**src/auto_load_key_typist_assert.svh**
```systemverilog
// Assertion macros shared by the auto-load key typist sources.
`ifndef AUTO_LOAD_KEY_TYPIST_ASSERT_SVH
`define AUTO_LOAD_KEY_TYPIST_ASSERT_SVH

// The consequent must hold in the cycle after the antecedent, outside reset.
`define ALKT_ASSERT_NEXT(label, clk, rst_n, ante, cons) \
    label: assert property (@(posedge clk) disable iff (!rst_n) (ante) |=> (cons)) \
        else $error("alkt: next-cycle check failed");

// The consequent must hold in the cycle after reset is applied.
`define ALKT_ASSERT_AFTER_RESET(label, clk, rst_n, cons) \
    label: assert property (@(posedge clk) !rst_n |=> (cons)) \
        else $error("alkt: reset check failed");

`endif

```
**src/alkt_pkg.sv**
```systemverilog
`default_nettype none
package alkt_pkg;

    // Item kinds carried in the input tuser.
    localparam logic [1:0] MODE_READ     = 2'd0;
    localparam logic [1:0] MODE_FRAME    = 2'd1;
    localparam logic [1:0] MODE_ACTIVATE = 2'd2;

    // Machine families.
    localparam logic [1:0] FAM_48K   = 2'd0;
    localparam logic [1:0] FAM_128K  = 2'd1;
    localparam logic [1:0] FAM_SE    = 2'd2;

    // Register indexes on the configuration port.
    localparam logic REG_MACHINE_FAMILY = 1'b0;
    localparam logic REG_LOAD_CODE      = 1'b1;

    localparam int          NSTEPS   = 20;
    localparam logic [7:0]  KEY_NONE = 8'h00;
    localparam logic [7:0]  BYTE_IDLE = 8'hFF;

    typedef enum logic [4:0] {
        S_IDLE, S_WAIT_ROWS, S_J, S_Q1, S_Q2, S_ENT, S_ENT_ONLY, S_L, S_O, S_A,
        S_D, S_EXT, S_KW_CODE, S_C, S_CO, S_CD, S_CE, S_DOWN, S_SEL, S_PAUSE
    } t_step;

    typedef enum logic [2:0] {
        SEQ_JPP, SEQ_JPPI, SEQ_ENTER, SEQ_DOWN_CODE, SEQ_LOADPP, SEQ_LOADCODE
    } t_seq;

    typedef struct packed {
        logic [1:0] machine_family;
        logic       load_code;
    } t_cfg;

    typedef struct packed {
        logic [7:0] key0;
        logic [7:0] key1;
        t_step      next;
        logic [4:0] wait_frames;
    } t_step_row;

    // Key code: bit 7 marks a key, bits 5:3 the half-row, bits 2:0 the column.
    function automatic logic [7:0] key_code(input logic [2:0] row, input logic [2:0] col);
        return {2'b10, row, col};
    endfunction

    // Per-step keys, fixed successor and frame delay.
    function automatic t_step_row step_info(input t_step s);
        t_step_row r;
        r = '{KEY_NONE, KEY_NONE, S_IDLE, 5'd0};
        case (s)
            S_J:        r = '{key_code(3'd6, 3'd3), KEY_NONE, S_Q1, 5'd8};
            S_Q1:       r = '{key_code(3'd7, 3'd1), key_code(3'd5, 3'd0), S_Q2, 5'd0};
            S_Q2:       r = '{key_code(3'd7, 3'd1), key_code(3'd5, 3'd0), S_IDLE, 5'd5};
            S_ENT:      r = '{key_code(3'd6, 3'd0), KEY_NONE, S_IDLE, 5'd0};
            S_ENT_ONLY: r = '{key_code(3'd6, 3'd0), KEY_NONE, S_IDLE, 5'd3};
            S_L:        r = '{key_code(3'd6, 3'd1), KEY_NONE, S_O, 5'd2};
            S_O:        r = '{key_code(3'd5, 3'd1), KEY_NONE, S_A, 5'd0};
            S_A:        r = '{key_code(3'd1, 3'd0), KEY_NONE, S_D, 5'd4};
            S_D:        r = '{key_code(3'd1, 3'd2), KEY_NONE, S_Q1, 5'd4};
            S_EXT:      r = '{key_code(3'd0, 3'd0), key_code(3'd7, 3'd1), S_KW_CODE, 5'd0};
            S_KW_CODE:  r = '{key_code(3'd5, 3'd2), KEY_NONE, S_ENT, 5'd4};
            S_C:        r = '{key_code(3'd0, 3'd3), KEY_NONE, S_CO, 5'd0};
            S_CO:       r = '{key_code(3'd5, 3'd1), KEY_NONE, S_CD, 5'd4};
            S_CD:       r = '{key_code(3'd1, 3'd2), KEY_NONE, S_CE, 5'd0};
            S_CE:       r = '{key_code(3'd2, 3'd2), KEY_NONE, S_ENT, 5'd4};
            S_DOWN:     r = '{key_code(3'd0, 3'd0), key_code(3'd4, 3'd4), S_SEL, 5'd4};
            S_SEL:      r = '{key_code(3'd6, 3'd0), KEY_NONE, S_PAUSE, 5'd10};
            S_PAUSE:    r = '{KEY_NONE, KEY_NONE, S_L, 5'd28};
            default:    r = '{KEY_NONE, KEY_NONE, S_IDLE, 5'd0};
        endcase
        return r;
    endfunction

    // Byte seen on a read for one key: column bit low if its half-row is selected.
    function automatic logic [7:0] press(input logic [7:0] port, input logic [7:0] key);
        logic [7:0] r;
        r = BYTE_IDLE;
        if (key[7] && !port[key[5:3]]) begin
            r = ~(8'd1 << key[2:0]);
        end
        return r;
    endfunction

    // True when exactly one half-row is selected.
    function automatic logic single_row(input logic [7:0] port);
        logic r;
        case (port)
            8'hFE, 8'hFD, 8'hFB, 8'hF7, 8'hEF, 8'hDF, 8'hBF, 8'h7F: r = 1'b1;
            default: r = 1'b0;
        endcase
        return r;
    endfunction

    // A step that types keys, waits for rows or pauses: any valid step but idle.
    function automatic logic step_live(input t_step s);
        return (s != S_IDLE) && (s < 5'(NSTEPS));
    endfunction

endpackage
`default_nettype wire

```
**src/alkt_cfg.sv**
```systemverilog
`default_nettype none
module alkt_cfg
    import alkt_pkg::*;
(
    input  wire logic        i_clk,
    input  wire logic        i_rst_n,
    input  wire logic        psel,
    input  wire logic        penable,
    input  wire logic        pwrite,
    input  wire logic [2:0]  paddr,
    input  wire logic [31:0] pwdata,
    output logic [31:0]      prdata,
    output logic             pready,
    output t_cfg             o_cfg
);

    t_cfg r_cfg;
    logic w_wr;

    assign pready = 1'b1;
    assign w_wr   = psel && penable && pwrite && pready;

    // Register writes in the access cycle.
    always_ff @(posedge i_clk) begin
        if (!i_rst_n) begin
            r_cfg <= '0;
        end else if (w_wr) begin
            case (paddr[2])
                REG_MACHINE_FAMILY: r_cfg.machine_family <= pwdata[1:0];
                default:            r_cfg.load_code      <= pwdata[0];
            endcase
        end
    end

    // Read-back of the selected register.
    always_comb begin
        prdata = '0;
        case (paddr[2])
            REG_MACHINE_FAMILY: prdata = {30'd0, r_cfg.machine_family};
            default:            prdata = {31'd0, r_cfg.load_code};
        endcase
    end

    assign o_cfg = r_cfg;

endmodule
`default_nettype wire

```
**src/alkt_core.sv**
```systemverilog
`default_nettype none
module alkt_core
    import alkt_pkg::*;
(
    input  wire logic       i_clk,
    input  wire logic       i_rst_n,
    input  wire logic       i_accept,
    input  wire logic [1:0] i_mode,
    input  wire logic [7:0] i_port_high,
    input  wire t_cfg       i_cfg,
    output logic [7:0]      o_key_data,
    output logic            o_typing_active
);

    t_step      r_cur, n_cur;
    t_step      r_pend, n_pend;
    logic [4:0] r_delay, n_delay;
    logic [7:0] r_rows, n_rows;
    t_seq       r_seq, n_seq;

    t_step_row  w_info;
    t_step_row  w_pend_info;
    logic [7:0] w_rows_or;
    logic [4:0] w_delay_ld;
    t_step      w_first;
    t_step      w_after_q;
    t_seq       w_act_seq;

    // Table lookups and the decoded successors of the latched sequence.
    always_comb begin
        w_info      = step_info(r_cur);
        w_pend_info = step_info(r_pend);
        w_rows_or   = r_rows | (single_row(i_port_high) ? ~i_port_high : 8'h00);
        case (r_seq)
            SEQ_JPP, SEQ_JPPI:         w_first = S_J;
            SEQ_ENTER:                 w_first = S_ENT_ONLY;
            SEQ_DOWN_CODE:             w_first = S_DOWN;
            SEQ_LOADPP, SEQ_LOADCODE:  w_first = S_L;
            default:                   w_first = S_IDLE;
        endcase
        case (r_seq)
            SEQ_JPP, SEQ_LOADPP:       w_after_q = S_ENT;
            SEQ_JPPI:                  w_after_q = S_EXT;
            SEQ_LOADCODE, SEQ_DOWN_CODE: w_after_q = S_C;
            default:                   w_after_q = S_IDLE;
        endcase
        case (i_cfg.machine_family)
            FAM_48K:  w_act_seq = i_cfg.load_code ? SEQ_JPPI : SEQ_JPP;
            FAM_128K: w_act_seq = i_cfg.load_code ? SEQ_DOWN_CODE : SEQ_ENTER;
            FAM_SE:   w_act_seq = i_cfg.load_code ? SEQ_LOADCODE : SEQ_LOADPP;
            default:  w_act_seq = SEQ_JPP;
        endcase
    end

    // Next state and read byte for the item being transferred.
    always_comb begin
        n_cur      = r_cur;
        n_pend     = r_pend;
        n_delay    = r_delay;
        n_rows     = r_rows;
        n_seq      = r_seq;
        w_delay_ld = r_delay;
        o_key_data = BYTE_IDLE;
        if (i_accept) begin
            unique case (i_mode)
                MODE_READ: begin
                    if (r_delay == 5'd0) begin
                        if (r_cur == S_WAIT_ROWS) begin
                            n_rows = w_rows_or;
                            if (w_rows_or == 8'hFF) begin
                                n_pend = w_first;
                            end
                        end else if (step_live(r_cur)) begin
                            o_key_data = press(i_port_high, w_info.key0)
                                       & press(i_port_high, w_info.key1);
                            n_pend = (r_cur == S_Q2) ? w_after_q : w_info.next;
                        end
                    end
                end
                MODE_FRAME: begin
                    n_rows = 8'h00;
                    if (r_pend != r_cur) begin
                        n_cur      = r_pend;
                        w_delay_ld = w_pend_info.wait_frames;
                    end
                    n_delay = (w_delay_ld != 5'd0) ? w_delay_ld - 5'd1 : 5'd0;
                end
                MODE_ACTIVATE: begin
                    n_seq  = w_act_seq;
                    n_cur  = S_WAIT_ROWS;
                    n_pend = S_WAIT_ROWS;
                end
                default: begin
                end
            endcase
        end
        o_typing_active = step_live(n_cur);
    end

    // Sequencer state.
    always_ff @(posedge i_clk) begin
        if (!i_rst_n) begin
            r_cur   <= S_IDLE;
            r_pend  <= S_IDLE;
            r_delay <= '0;
            r_rows  <= '0;
            r_seq   <= SEQ_JPP;
        end else begin
            r_cur   <= n_cur;
            r_pend  <= n_pend;
            r_delay <= n_delay;
            r_rows  <= n_rows;
            r_seq   <= n_seq;
        end
    end

endmodule
`default_nettype wire

```
**src/alkt_out_reg.sv**
```systemverilog
`default_nettype none
module alkt_out_reg (
    input  wire logic       i_clk,
    input  wire logic       i_rst_n,
    input  wire logic       i_load,
    input  wire logic [7:0] i_key_data,
    input  wire logic       i_typing_active,
    input  wire logic       i_out_ready,
    output logic            o_free,
    output logic            o_valid,
    output logic [7:0]      o_key_data,
    output logic            o_typing_active
);

    logic       r_valid;
    logic [7:0] r_key_data;
    logic       r_active;

    // The register can take a new result when empty or being drained.
    assign o_free = !r_valid || i_out_ready;

    always_ff @(posedge i_clk) begin
        if (!i_rst_n) begin
            r_valid <= 1'b0;
        end else if (o_free) begin
            r_valid <= i_load;
        end
    end

    // Payload, held while the receiver stalls.
    always_ff @(posedge i_clk) begin
        if (i_load) begin
            r_key_data <= i_key_data;
            r_active   <= i_typing_active;
        end
    end

    assign o_valid         = r_valid;
    assign o_key_data      = r_key_data;
    assign o_typing_active = r_active;

endmodule
`default_nettype wire

```
**src/auto_load_key_typist.sv**
```systemverilog
// Auto-load key typist: answers keyboard port reads with injected keystrokes.
// Input stream: s_axis_tuser carries the item kind (0 port read, 1 frame end,
// 2 activate); s_axis_tdata carries the upper byte of the port address.
// Output stream: one transfer per input transfer, in order. m_axis_tdata is
// the byte the read returns (0xFF for frame end and activate items) and
// m_axis_tuser[0] is high while a key sequence is in progress.
// Configuration: APB registers machine_family at 0x0 and load_code at 0x4,
// sampled when an activate item is taken; write them only while idle.
// The result of an input transfer appears on the output in the cycle after it.
// Throughput is one item per cycle unless the receiver stalls: all of an item's
// work is done by the sequencer logic between the state and output registers.
// When the receiver stalls, the output register holds its result and the
// input side accepts one more item only as the held result drains.
// Synchronous reset returns the sequencer to inactive, clears the row and
// delay counters, empties the output register and clears both registers.
`default_nettype none
module auto_load_key_typist
    import alkt_pkg::*;
(
    input  wire logic        i_clk,
    input  wire logic        i_rst_n,
    input  wire logic        s_axis_tvalid,
    output logic             s_axis_tready,
    input  wire logic [7:0]  s_axis_tdata,   // [7:0] port_high
    input  wire logic [1:0]  s_axis_tuser,   // [1:0] mode
    output logic             m_axis_tvalid,
    input  wire logic        m_axis_tready,
    output logic [7:0]       m_axis_tdata,   // [7:0] key_data
    output logic [0:0]       m_axis_tuser,   // [0] typing_active
    input  wire logic        psel,
    input  wire logic        penable,
    input  wire logic        pwrite,
    input  wire logic [2:0]  paddr,
    input  wire logic [31:0] pwdata,
    output logic [31:0]      prdata,
    output logic             pready
);

    t_cfg       w_cfg;
    logic       w_accept;
    logic       w_free;
    logic [7:0] w_key_data;
    logic       w_active;

    assign s_axis_tready = w_free;
    assign w_accept      = s_axis_tvalid && w_free;

    alkt_cfg u_cfg (
        .i_clk   (i_clk),
        .i_rst_n (i_rst_n),
        .psel    (psel),
        .penable (penable),
        .pwrite  (pwrite),
        .paddr   (paddr),
        .pwdata  (pwdata),
        .prdata  (prdata),
        .pready  (pready),
        .o_cfg   (w_cfg)
    );

    alkt_core u_core (
        .i_clk           (i_clk),
        .i_rst_n         (i_rst_n),
        .i_accept        (w_accept),
        .i_mode          (s_axis_tuser),
        .i_port_high     (s_axis_tdata),
        .i_cfg           (w_cfg),
        .o_key_data      (w_key_data),
        .o_typing_active (w_active)
    );

    alkt_out_reg u_out (
        .i_clk           (i_clk),
        .i_rst_n         (i_rst_n),
        .i_load          (w_accept),
        .i_key_data      (w_key_data),
        .i_typing_active (w_active),
        .i_out_ready     (m_axis_tready),
        .o_free          (w_free),
        .o_valid         (m_axis_tvalid),
        .o_key_data      (m_axis_tdata),
        .o_typing_active (m_axis_tuser[0])
    );

`include "auto_load_key_typist_assert.svh"

    // Every accepted item produces a result in the next cycle.
    `ALKT_ASSERT_NEXT(a_result_follows, i_clk, i_rst_n, w_accept, m_axis_tvalid)
    // An accepted activate item always starts a sequence.
    `ALKT_ASSERT_NEXT(a_activate_starts, i_clk, i_rst_n,
        w_accept && (s_axis_tuser == MODE_ACTIVATE), m_axis_tuser[0])
    // Frame end and activate items never inject keys.
    `ALKT_ASSERT_NEXT(a_non_read_idle, i_clk, i_rst_n,
        w_accept && (s_axis_tuser != MODE_READ), m_axis_tdata == BYTE_IDLE)
    // Reset empties the output register.
    `ALKT_ASSERT_AFTER_RESET(a_reset_empty, i_clk, i_rst_n, !m_axis_tvalid)

endmodule
`default_nettype wire

```
**config.mk**
```make
export PLATFORM = sky130hd
export DESIGN_NAME = auto_load_key_typist
export DESIGN_NICKNAME = d
export VERILOG_FILES = /design/src/alkt_pkg.sv /design/src/alkt_cfg.sv /design/src/alkt_core.sv /design/src/alkt_out_reg.sv /design/src/auto_load_key_typist.sv
export VERILOG_INCLUDE_DIRS = /design/src /design/src/src
export SDC_FILE = /design/constraint.sdc
export NUM_CORES = 1
export LEC_CHECK = 0
export ABC_CLOCK_PERIOD_IN_PS = 2800
export BUFFER_PORTS_ARGS = -buffer_cell sky130_fd_sc_hd__buf_2
export CORE_MARGIN = 2
export CORE_UTILIZATION = 48
export CTS_CLUSTER_DIAMETER = 80
export DETAILED_ROUTE_END_ITERATION = 8
export HOLD_SLACK_MARGIN = 0.1
export PLACE_DENSITY = 0.85
export SYNTH_ARGS = -nofsm -noshare
export SYNTH_HDL_FRONTEND = slang
export SYNTH_HIERARCHICAL = 1
export SYNTH_SLANG_ARGS = --single-unit
```
**constraint.sdc**
```tcl
create_clock -name i_clk -period 2.8 [get_ports i_clk]
set_input_delay 0.56 -clock i_clk [delete_from_list [all_inputs] [get_ports i_clk]]
set_output_delay 0.56 -clock i_clk [all_outputs]
set_load 0.02 [all_outputs]
```
==> metrics.cfg <==
[clocking]
cts.clk_slew.worst_paths_ns=0.06
clock_path_buffers=2
ctsHoldBuffers=0
ctsHtreeMaxLevel=3
cts_root_buf=clkbuf_8
cts_buffers=9
tritoncts=built
clk_latency_ns=0.34
cts_sinks=59

[worst_setup_path]
required_ns=3.02
critPathMaxStageDelay_ns=0.30
critPathArrivalTime_ns=3.12
path_cells=buf_2 -> xnor2_1 -> a221oi_2 -> a21oi_2 -> o21bai_1 -> o2111ai_2 -> o311ai_2 -> nand3_2 -> nand2b_1 -> o211ai_4 -> buf_6 -> ha_2 -> nor2b_1 -> o311a_1
crit_type=input pin to flop
critPathMaxFanout=9
reg2reg_depth=10
start_kind=input pin
cp_slowest_cell=o311ai_2
critPathCaptureType=flop

[global_routing]
grt_pass1_vias=3124
overflow=0
antenna_found_initial=0
grt_pass1_wl_mm=14.2
grt_start_max_net_pins=19
grt_use_total=0.208

[layout]
drive_gt1_frac=0.287
nets=569
antenna_cells=0
layout-area-overhead-vs-synth_pct=18.8
fin_area_um2=4430
final_cell_mix=50 x nand2_1, 50 x dfxtp_1, 48 x buf_4, 43 x nor2_1, 33 x conb_1

[pwr]
power.switching_uw=494
leakagePower_nw=1.89
cellPowerDensity_nw_per_um2=420
p_int_mw=1.37
p_seq_frac=0.470
power.share.clock=0.391
combPwrFrac=0.139
vdd_ir_drop_max_uv=266
switching_share=0.265

[logic_synthesis]
synth.avg_cell_area_um2=8.66
seq_area_frac_synth=0.341
ys_async_sr_fraction=0
syn_inst=431
yosys_warnings=6
synth-seq-cells=59
synth_cell_types=79
ys.flop_type=dfxtp_1
synth-edff-count=9
syn_area_um2=3730

[sta]
setup_viol=3
finalHoldViolCount=0
rsz0062_at_grt=yes
skew_ns=0.00857
post-route-period-util=1.03
setup_ws_ns=-0.0974
fmax_mhz=345
drv_slew=0
worst_pin_slew_ns=0.699
relSlewSlack=0.534
fin_crit_ns=2.90
setup_tns_ns=-0.210

[placed_design]
dpl_cell_area_um2=4120
hpwl_mm=6.45
gp_congestion=0.903
io_buffers=32

[floorplanning]
start_util=0.488
ios=96
core_um2=7650
die_area_um2=8490
die_x_um=92.2
rows=32
die_h_um=92.2

[route]
drt_first_pass_iters=5
ant_nets=0
vias=3387
post_drt_wl_per_cell_um=14.6
drc=0
routed_wl_mm=8.90
dr.first_iter.drc_count=322
vias_per_cell=5.54

[outcome]
violations=setup timing
outcome=complete, but fails checks

[worst_hold_path]
hold_class=flop to flop
min_path_cells=1

[flow_run]
max_cap_viol_count=0

## final cells by class
cell class / count / area [um2]
Tap cell: 102 / 128
Inverter: 19 / 71.3
Multi-Input combinational cell: 334 / 2250
Fill cell: 653 / 3210
Clock buffer: 10 / 128
Timing Repair Buffer: 81 / 532
Clock inverter: 6 / 56.3
Sequential cell: 59 / 1270
## Yosys cell counts (3+ instances only)
| cell type | number | area [um2] |
|---|---|---|
| edfxtp_1 | 9 | 270 |
| conb_1 | 3 | 11.3 |
| buf_4 | 33 | 248 |
| a211oi_1 | 4 | 30.0 |
| clkbuf_1 | 8 | 30.0 |
| a31oi_1 | 3 | 18.8 |
| ha_1 | 13 | 163 |
| xor2_1 | 4 | 35.0 |
| nand2_1 | 50 | 188 |
| nor2b_1 | 3 | 18.8 |
| o21bai_1 | 3 | 22.5 |
| nand3_1 | 11 | 55.1 |
| xnor2_1 | 5 | 43.8 |
| nand4_1 | 5 | 31.3 |
| o21a_1 | 10 | 75.1 |
| o22ai_1 | 5 | 31.3 |
| inv_1 | 18 | 67.6 |
| nand2b_1 | 4 | 25.0 |
| nor2_1 | 44 | 165 |
| mux2_2 | 5 | 56.3 |
| a21oi_1 | 18 | 90.1 |
| dfxtp_1 | 50 | 1000 |
| or3_1 | 4 | 25.0 |
| and2_1 | 6 | 37.5 |
| nor3_1 | 9 | 45.0 |
| mux2i_1 | 12 | 120 |
| o21ai_0 | 17 | 85.1 |
| and3_1 | 8 | 50.1 |
| nor3b_1 | 4 | 30.0 |
## metrics by stage
stage	instances	util	setup slack [ns]	total power, mW	hold WS, ns
2_1_floorplan	461	-	-0.0546	1.09	0.435
3_5_place_dp	591	0.539	-0.397	1.14	0.449
6_report	611	0.580	-0.0974	1.86	0.459
3_3_place_gp	591	0.539	-0.366	1.13	0.442
5_1_grt	611	0.580	-0.174	1.93	0.465
4_1_cts	610	0.569	-0.0816	1.86	0.455
## power groups by stage
stage          clock network [mW]  registers, mW  logic, mW
6_report                    0.729          0.875      0.260
3_3_place_gp                    0          0.893      0.234
2_1_floorplan                   0          0.898      0.188
4_1_cts                     0.736          0.875      0.247
3_5_place_dp                    0          0.894      0.242
5_1_grt                     0.779          0.876      0.280
## registers in the layout, indices dropped and copies added, names as in the netlist
signal / count
u_core/r_pend: 5
u_out/o_key_data: 8
u_core/w_pend_info: 5
u_core/w_info: 15
u_core/r_delay: 5
u_core/r_rows: 8
u_core/r_cur: 5
u_cfg/o_cfg: 3
u_out/o_typing_active: 1
u_core/r_seq: 3
u_out/o_valid: 1
## critical path, delay by kind of cell
| family | cells | cell delay, ns |
|---|---|---|
| simple gates | 3 | 0.51 |
| fa+ha+maj | 1 | 0.19 |
| xor+xnor | 1 | 0.14 |
| buf+inv | 2 | 0.25 |
| compound gates | 7 | 1.46 |
## what timing repair did
| action | in CTS | in global routing |
|---|---|---|
| pin swaps | 4 | 6 |
| buffers inserted | 3 | 1 |
| gates resized for setup | 5 | 15 |
| endpoints found under the setup margin | 3 | 10 |
## layer usage
layer  GRT usage  up-vias  wire [um]
met5           0        -          0
met4       0.106        0        232
met3      0.0452       26        569
met2       0.360      162       4470
met1       0.241     1587       3620
li1            -     1612          -
## kinds of logic after synthesis
| kind of cell | Yosys count | share of synthesized area |
|---|---|---|
| and+or+nand+nor | 170 | 0.238 |
| AOI/OAI and AO/OA | 89 | 0.175 |
| buffers and inverters | 68 | 0.115 |
| DFF | 59 | 0.341 |
| muxes | 20 | 0.0634 |
| adders and majority gates | 13 | 0.0436 |
| xor gates and xnor gates | 9 | 0.0211 |
| other | 3 | 0.00302 |
## path summary, 6_finish.rpt
path                                 startpoint                            end  slack (ns)
setup / recovery                s_axis_tdata[0]  u_core/w_pend_info[1]$_DFF_P_        -0.1
hold / removal    u_core/r_rows[7]$_SDFFE_PN0P_  u_core/r_rows[7]$_SDFFE_PN0P_        0.46
setup reg to reg     u_core/r_cur[4]$_SDFF_PN0_  u_core/w_pend_info[1]$_DFF_P_       -0.09
hold reg to reg   u_core/r_rows[7]$_SDFFE_PN0P_  u_core/r_rows[7]$_SDFFE_PN0P_        0.46
Power figures use the tool's default switching activity.
